`config.mk`:
```
export PLATFORM = sky130hd
export DESIGN_NAME = sorted_timer_queue
export DESIGN_NICKNAME = d
export VERILOG_FILES = /design/src/sv/stq_pkg.sv /design/src/sv/sorted_timer_queue.sv
export SDC_FILE = /design/constraint.sdc
export NUM_CORES = 2
export LEC_CHECK = 0
export BUFFER_PORTS_ARGS = -buffer_cell sky130_fd_sc_hd__clkbuf_2
export CAP_MARGIN = 5
export CORE_ASPECT_RATIO = 1.4
export CORE_MARGIN = 5
export CORE_UTILIZATION = 55
export CTS_BUF_LIST = sky130_fd_sc_hd__clkbuf_4
export DETAILED_ROUTE_END_ITERATION = 10
export PLACE_DENSITY_LB_ADDON = 0.08
export SLEW_MARGIN = 20
export SYNTH_ARGS = -nofsm -noshare
export SYNTH_HDL_FRONTEND = slang
export SYNTH_SLANG_ARGS = --single-unit
```
`constraint.sdc`:
```
create_clock -name clk -period 16 [get_ports clk]
set_input_delay 2.4 -clock clk [delete_from_list [all_inputs] [get_ports clk]]
set_output_delay 2.4 -clock clk [all_outputs]
set_load 0.01 [all_outputs]
```
`src/sv/stq_pkg.sv`:
```
// Package for the sorted timer queue: sizes, slot entry type, action codes
// and sequencer states. No dependencies.
`default_nettype none

package stq_pkg;

	localparam int SLOTS     = 16;
	localparam int TIME_BITS = 32;
	localparam int ID_W      = 4;
	localparam int IDX_W     = (SLOTS > 1) ? $clog2(SLOTS) : 1;
	localparam int CNT_W     = $clog2(SLOTS + 1);

	typedef enum logic [1:0] {
		ACT_ADD_ONE = 2'd0,
		ACT_ADD_PER = 2'd1,
		ACT_DEL     = 2'd2,
		ACT_TICK    = 2'd3
	} action_t;

	typedef enum logic [2:0] {
		ST_IDLE,
		ST_FIND,
		ST_PREP,
		ST_INS,
		ST_TSCAN,
		ST_TPOP
	} state_t;

	typedef struct packed {
		logic [ID_W-1:0]      id;
		logic [TIME_BITS-1:0] expiry;
		logic [TIME_BITS-1:0] period;
		logic                 periodic;
	} entry_t;

endpackage

`default_nettype wire

```
`src/sv/sorted_timer_queue.sv`:
```
// Sorted timer queue: packed slot list kept in expiry order, walked by a
// sequencer around one shared adder and one shared compare.
// Depends on stq_pkg.
//
//  channel | dir | handshake          | payload
//  --------+-----+--------------------+----------------------------------
//  in      | in  | in_valid/in_stall  | action, timer_id, interval, now
//  out     | out | out_valid/out_stall| fired_id, last
//
// Add: id scan, then the insert scan through the shared compare; delete:
// id scan only. Tick: a scan over the expired timers, then one pop per
// fired timer, each periodic one followed by its reinsert scan. A pop waits
// while the output register is full and out_stall is high.
// Reset clears the state, slot count and output valid flag; the store
// needs no clearing pass. in_stall is high whenever the sequencer is busy.
`default_nettype none

module sorted_timer_queue import stq_pkg::*; (
	input  wire logic                 clk,
	input  wire logic                 arst_n,
	input  wire logic                 in_valid,
	output logic                      in_stall,
	input  wire logic [1:0]           action,
	input  wire logic [ID_W-1:0]      timer_id,
	input  wire logic [TIME_BITS-1:0] interval,
	input  wire logic [TIME_BITS-1:0] now,
	output logic                      out_valid,
	input  wire logic                 out_stall,
	output logic [ID_W-1:0]           fired_id,
	output logic                      last
);

	state_t state_q, state_d;
	logic [CNT_W-1:0] cnt_q, cnt_d;
	logic [CNT_W-1:0] p_q, p_d;
	logic [CNT_W-1:0] rem_q, rem_d;
	logic             out_valid_q;

	action_t              act_q;
	logic [ID_W-1:0]      id_q;
	logic [TIME_BITS-1:0] ival_q;
	logic [TIME_BITS-1:0] now_q;
	entry_t               ins_q;
	entry_t               slot_q [SLOTS];
	logic [ID_W-1:0]      fired_id_q;
	logic                 last_q;

	entry_t               rd;
	entry_t               head;
	logic [TIME_BITS-1:0] add_a, add_b, sum;
	logic [TIME_BITS-1:0] cmp_a, cmp_b;
	logic                 cmp_le;
	logic                 in_acc;
	logic                 out_free;
	logic                 shl, shr;
	logic [IDX_W-1:0]     sp;
	logic                 ld_add, ld_pop, ld_out;

	assign in_acc   = in_valid && !in_stall;
	assign out_free = !out_valid_q || !out_stall;
	assign rd       = slot_q[p_q[IDX_W-1:0]];
	assign head     = slot_q[0];

	// shared adder and compare
	always_comb begin
		if (state_q == ST_TPOP) begin
			add_a = head.expiry;
			add_b = head.period;
		end else begin
			add_a = now_q;
			add_b = ival_q;
		end
		if (state_q == ST_TSCAN) begin
			cmp_a = rd.expiry;
			cmp_b = now_q;
		end else begin
			cmp_a = ins_q.expiry;
			cmp_b = rd.expiry;
		end
	end
	assign sum    = add_a + add_b;
	assign cmp_le = (cmp_a <= cmp_b);

	always_ff @(posedge clk or negedge arst_n) begin
		if (!arst_n) begin
			state_q     <= ST_IDLE;
			cnt_q       <= '0;
			p_q         <= '0;
			rem_q       <= '0;
			out_valid_q <= 1'b0;
		end else begin
			state_q <= state_d;
			cnt_q   <= cnt_d;
			p_q     <= p_d;
			rem_q   <= rem_d;
			if (ld_out)
				out_valid_q <= 1'b1;
			else if (!out_stall)
				out_valid_q <= 1'b0;
		end
	end

	always_comb begin
		state_d  = state_q;
		cnt_d    = cnt_q;
		p_d      = p_q;
		rem_d    = rem_q;
		shl      = 1'b0;
		shr      = 1'b0;
		sp       = p_q[IDX_W-1:0];
		ld_add   = 1'b0;
		ld_pop   = 1'b0;
		ld_out   = 1'b0;
		in_stall = (state_q != ST_IDLE);
		unique case (state_q)
			ST_IDLE: begin
				p_d = '0;
				if (in_valid) begin
					if (action_t'(action) == ACT_TICK)
						state_d = ST_TSCAN;
					else
						state_d = ST_FIND;
				end
			end
			ST_FIND: begin
				if (p_q == cnt_q) begin
					state_d = ST_PREP;
				end else if (rd.id == id_q) begin
					shl     = 1'b1;
					cnt_d   = cnt_q - 1'b1;
					state_d = ST_PREP;
				end else begin
					p_d = p_q + 1'b1;
				end
			end
			ST_PREP: begin
				p_d = '0;
				if (act_q == ACT_DEL || cnt_q == CNT_W'(SLOTS)) begin
					state_d = ST_IDLE;
				end else begin
					ld_add  = 1'b1;
					state_d = ST_INS;
				end
			end
			ST_INS: begin
				if (p_q == cnt_q || cmp_le) begin
					shr   = 1'b1;
					cnt_d = cnt_q + 1'b1;
					if (act_q == ACT_TICK && rem_q != '0)
						state_d = ST_TPOP;
					else
						state_d = ST_IDLE;
				end else begin
					p_d = p_q + 1'b1;
				end
			end
			ST_TSCAN: begin
				if (p_q != cnt_q && cmp_le) begin
					p_d = p_q + 1'b1;
				end else begin
					rem_d = p_q;
					if (p_q == '0)
						state_d = ST_IDLE;
					else
						state_d = ST_TPOP;
				end
			end
			ST_TPOP: begin
				sp = '0;
				if (out_free) begin
					ld_out = 1'b1;
					ld_pop = 1'b1;
					shl    = 1'b1;
					cnt_d  = cnt_q - 1'b1;
					rem_d  = rem_q - 1'b1;
					if (head.periodic) begin
						p_d     = rem_q - 1'b1;
						state_d = ST_INS;
					end else if (rem_q == CNT_W'(1)) begin
						state_d = ST_IDLE;
					end
				end
			end
			default: state_d = ST_IDLE;
		endcase
	end

	// payload registers
	always_ff @(posedge clk) begin
		if (in_acc) begin
			act_q  <= action_t'(action);
			id_q   <= timer_id;
			ival_q <= interval;
			now_q  <= now;
		end
		if (ld_add) begin
			ins_q.id       <= id_q;
			ins_q.expiry   <= sum;
			ins_q.period   <= (act_q == ACT_ADD_PER) ? ival_q : '0;
			ins_q.periodic <= (act_q == ACT_ADD_PER);
		end else if (ld_pop) begin
			ins_q.id       <= head.id;
			ins_q.expiry   <= sum;
			ins_q.period   <= head.period;
			ins_q.periodic <= 1'b1;
		end
		if (ld_out) begin
			fired_id_q <= head.id;
			last_q     <= (rem_q == CNT_W'(1));
		end
	end

	for (genvar g = 0; g < SLOTS; g++) begin : g_slot
		localparam int UP = (g + 1 < SLOTS) ? g + 1 : g;
		localparam int DN = (g > 0) ? g - 1 : 0;
		always_ff @(posedge clk) begin
			if (shr && IDX_W'(g) == sp)
				slot_q[g] <= ins_q;
			else if (shr && IDX_W'(g) > sp)
				slot_q[g] <= slot_q[DN];
			else if (shl && IDX_W'(g) >= sp && g < SLOTS - 1)
				slot_q[g] <= slot_q[UP];
		end
	end

	assign out_valid = out_valid_q;
	assign fired_id  = fired_id_q;
	assign last      = last_q;

	a_cnt_range: assert property (@(posedge clk) disable iff (!arst_n)
		cnt_q <= CNT_W'(SLOTS))
		else $error("slot count beyond capacity");

	a_ins_room: assert property (@(posedge clk) disable iff (!arst_n)
		state_q == ST_INS |-> cnt_q < CNT_W'(SLOTS))
		else $error("insert with full store");

	a_pop_range: assert property (@(posedge clk) disable iff (!arst_n)
		state_q == ST_TPOP |-> rem_q != '0 && rem_q <= cnt_q)
		else $error("expired count out of range");

	a_sorted: assert property (@(posedge clk) disable iff (!arst_n)
		state_q == ST_IDLE && cnt_q >= CNT_W'(2) |->
			slot_q[0].expiry <= slot_q[1].expiry)
		else $error("list head out of order");

	a_pop_out: assert property (@(posedge clk) disable iff (!arst_n)
		ld_out |=> out_valid_q && fired_id_q == $past(head.id))
		else $error("fired beat not registered");

endmodule

`default_nettype wire

```
### Word-level counts from Yosys, hierarchy flattened

Memory sizes are Yosys's and may differ from the RTL's.
Cells that the tools add are included.

* register bits after elaboration: 163
* bits in writable memories: 1104
* output and inout bits: 7
* memories kept: 1

Memory list
* slot_q: words 16, bits a word 69, rd ports 17, clocked after Yosys merged registers in 0, wr ports 16, line sorted_timer_queue.sv:44 `entry_t slot_q [SLOTS];`

* add/subtract/negate cells: 5
* $lt $le $gt $ge: 32
* eq/ne operators: 42
* muxes and demuxes: 218
* bitwise gates (word level): 31
* reduce and logical (&&, ||, !) cells: 70

Operators with widths (number)
* two-way mux 69 bit: 33
* two-way mux 32 bit: 5
* two-way mux 1 bit: 150
* two-way mux 5 bit: 12
* logical AND 1 bit: 50
* two-way mux 3 bit: 11
* adder 32 bit: 1
* equality test 4 bit (first input constant): 8
* > comparator 4 bit (first input constant): 8
* <= comparator 32 bit: 1
* OR 1 bit: 31
* >= comparator 4 bit (first input constant): 7
* case mux 5 bit (5 select lines): 1
* inequality test 2 bit (second input constant): 9
* case mux 3 bit (6 select lines): 1
* equality test 3 x 4 -> 1 bit (first input constant): 4
* >= comparator 3 x 4 -> 1 bit (first input constant): 4
* > comparator 3 x 4 -> 1 bit (first input constant): 4
* case mux 5 bit (3 select lines): 1
* adder 5 x 1 -> 5 bit (second input constant): 2
* case mux 5 bit (2 select lines): 1
* nonzero test 5 bit: 2
* subtractor 5 x 1 -> 5 bit (second input constant): 2
* equality test 2 x 4 -> 1 bit (first input constant): 2
* 33 further kinds: 48

### Longest topological paths before layout

* depth after elaboration: 12
* mapped depth: 23
* depth with buffers taken out: 15

### Worst setup path before layout

No wires, ideal clock.

* kind: register -> register
* start point: register p_q[0]
* end point: memory slot_q[13][0] in the netlist's numbering (enable)
* library setup time: 0.519 ns
* arrival time: 8.512 ns
* slack: 6.969 ns
* cell stages (with the launch flop): 20
* buffers on the path: 7
* period minus slack after synthesis: 9.031 ns
* cells stage by stage: dfrtp_1 buf_4 buf_2 clkbuf_1 clkbuf_1 mux4_2 mux4_2 mux2_2 ha_1 a21o_1 a211oi_1 o31ai_1 a211o_1 a21oi_1 o21a_1 buf_2 buf_6 nor2b_1 buf_2 a21oi_1

RTL lines
* start: declaration: line sorted_timer_queue.sv:35 `logic [CNT_W-1:0] p_q, p_d;`
* start signal: assignment: line sorted_timer_queue.sv:94 `p_q <= p_d;`
* end: declaration: line sorted_timer_queue.sv:44

==> run summary <==
status - finished clean
design area - 74800 sq um
pwr dens - 233 nW/um^2
Reg clk slew, reported paths - 70 ps
WP data arrival - 9680 ps
critical path required time - 16910 ps
share of cells above drive strength 1 - 17.7%
Post-DP Area - 70800 sq um
Yosys cell types - 71
largest fanout on the critical path - 61
DIE AREA - 134000 sq um
Hold Buf Count CTS - 0
max cap viols - 0
Fin Setup TNS - 0 ps
post-synthesis simple-gate area fraction - 7.82%
DRT antenna net count - 0
first-pass GRT wire length - 348000 microns
initial drt markers - 6053
complex-gate fraction of the synthesized area - 9.27%
DRT Pass-1 Iters - 6
gp weighted congestion - 0.883
cts repair resizes - 0
drt via density - 6.72
antenna violations before repair - 5
total CTS buffers - 341
root buf cell - clkbuf_4
crit path capture type - flop
Primary FF master, synth - edfxtp_1
vias in the first global route - 52100
period utilisation layout - 54.8%
H-Tree Depth - 5
syn nets - 5998
xor/xnor cell area share of the yosys netlist - 0.492%
most frequent cells in the layout - 1248 x edfxtp_1, 1021 x mux2i_1, 782 x nand2_1
Port Buffers - 80
ys async rst share - 1.50%
R2R depth - 15
relative max-transition margin - 18.2%
Mapped Area - 69400 sq um
adder-cell share of the synthesized area - 1.34%
CORE AREA - 126000 sq um
skew final - 94.9 ps
pin count of the biggest net entering global routing - 109
CTS tree - done
CP Launch Type - flop
initial core utilization - 55.3%
worst-case vdd ir drop - 245 uV
I/O Pins - 81
Die Ht - 430 microns
post-route setup slack - 7230 ps
hold path cells - 0
Lkg Pwr - 31.2 nW
via count - 51900
total wire length - 242000 microns
largest family of logic cells by synthesized area - multiplexers
synthesis-to-layout area growth - 7.67%
grt ovf - 0
Pwr Total - 17.4 mW
Mapped Avg Cell Area - 11.9 sq um
synth warn - 0
Worst-Margin Slew - 1230 ps
Post-synth EDFFs - 1248
clk sinks - 1267
max-slew violation count - 0
CTS Buffer Depth - 4
# rows - 154
Final min period - 8770 ps
Max Freq - 0.114 GHz
HPWL after DPL - 140000 microns
Place WS - 7430 ps
die extent in x - 310 microns
Worst Hold Class - reg2reg
sequential area share after synthesis - 54.7%
most common cell after layout, fill and taps aside - edfxtp_1
Setup CP Type - reg2reg
Fin. Hold Viols - 0
global-route usage over all layers - 35.6%
post-synthesis register bit count - 1267
drt wl/cell - 31.4 microns
Final #Nets - 6005
RSZ-0062 raised after global routing - no
post-synthesis mux area share - 22.9%
Mapped Cells - 5851
Setup Buffers After CTS - 0
final setup violation count - 0
later-pin clock latency in the skew report - 1350 ps
DRC - 0
Yosys cell counts (all sizes together), types with 3 or more instances:
| cell | n | share of area [%] |
|---|---|---|
| and3 | 6 | 0.054 |
| xor2 | 15 | 0.19 |
| a22o | 33 | 0.42 |
| a211o | 3 | 0.038 |
| o221ai | 3 | 0.038 |
| nand3 | 25 | 0.18 |
| inv | 24 | 0.13 |
| or2 | 5 | 0.049 |
| nor2 | 474 | 2.6 |
| nor2b | 8 | 0.072 |
| mux2 | 175 | 2.8 |
| a31oi | 7 | 0.085 |
| a21oi | 468 | 3.4 |
| o21bai | 6 | 0.065 |
| ha | 71 | 1.3 |
| nand2b | 16 | 0.14 |
| o211ai | 6 | 0.065 |
| or3 | 4 | 0.036 |
| mux4 | 165 | 5.4 |
| o21a | 15 | 0.16 |
| a21o | 18 | 0.19 |
| xnor2 | 24 | 0.30 |
| edfxtp | 1248 | 54 |
| nand4 | 10 | 0.090 |
| o21ai | 594 | 4.3 |
| clkbuf | 220 | 1.2 |
| a211oi | 11 | 0.12 |
| nor3 | 12 | 0.086 |
| mux2i | 1021 | 15 |
| nand2 | 792 | 4.3 |
| and2 | 6 | 0.054 |
| a22oi | 12 | 0.13 |
| nor4 | 5 | 0.067 |
| buf | 295 | 2.2 |
| dfrtp | 19 | 0.68 |
path summary, 6_finish.rpt:
kind / startpoint / slack [ps] / end
worst max-delay path: p_q[1] / 7230 / slot_q[2][43]
worst min-delay path: slot_q[0][66] / 520 / fired_id[1]
worst max register to register: p_q[1] / 7230 / slot_q[2][43]
worst min register to register: slot_q[0][66] / 520 / fired_id[1]
max in group asynchronous: arst_n / 14250 / p_q[2]
min in group asynchronous: arst_n / 1110 / out_valid
critical path, stage by stage (launching register included):
cell and delay (ps):
dfrtp_4 770, buf_4 620, buf_4 950, mux4_2 440, mux4_2 540, mux2_2 290
ha_1 360, nand3_1 170, nor4_1 550, nand3_1 250, nand2b_1 170, o21a_4 300
buf_4 790, nand2b_4 630, o21ai_4 440, buf_4 900
routing by layer:
metal  vias to the layer above  global-route usage (%)  wire, microns
li1                      21900                       -              -
met1                     25900                    44.0          87100
met2                      3238                    58.7         117000
met3                       800                    7.34          23100
met4                         4                    19.8          15500
met5                         -                       0             22
metrics by stage:
stage	utilization (%)	hold slack [ps]	cells
5_1_grt	59.5	527	7711
4_1_cts	59.5	505	7707
6_report	59.5	517	7713
3_3_place_gp	56.3	493	7150
3_5_place_dp	56.3	499	7152
2_1_floorplan	-	466	5851
cell type report:
class	instances	area [sq um]
Fill cell	10600	50900
Clock buffer	490	3680
Multi-Input combinational cell	4045	29500
Timing Repair Buffer	179	1210
Sequential cell	1267	38000
Inverter	24	90.1
Clock inverter	65	299
Tap cell	1638	2050
Antenna cell	5	12.5
state kept, by name (all words and copies together), names as in the netlist:
signal	count
rem_q	5
cnt_q	5
slot_q	1104
last	1
state_q	3
ival_q	32
p_q	5
ins_q	69
out_valid	1
now_q	32
fired_id	4
act_q	2
id_q	4
report_power, final:
| group | internal [mW] | leakage [nW] | switching (mW) | total (mW) |
|---|---|---|---|---|
| Combinational | 2.62 | 17.1 | 4.85 | 7.47 |
| Clock | 1.42 | 2.40 | 1.42 | 2.84 |
| Sequential | 5.90 | 11.7 | 1.19 | 7.09 |
kinds of logic (layout without fill, tap and decap cells):
kind of cell | count (synthesis) | after routing
AO/OA/AOI/OAI | 1199 | 1199
XOR/XNOR | 39 | 39
adder cells (fa/ha/maj) | 73 | 73
buffers and inverters | 539 | 758
flip-flops | 1267 | 1267
multiplexers | 1361 | 1361
other | 0 | 5
AND/OR/NAND/NOR | 1373 | 1373
Note: power is estimated with default switching activity, not from simulation.
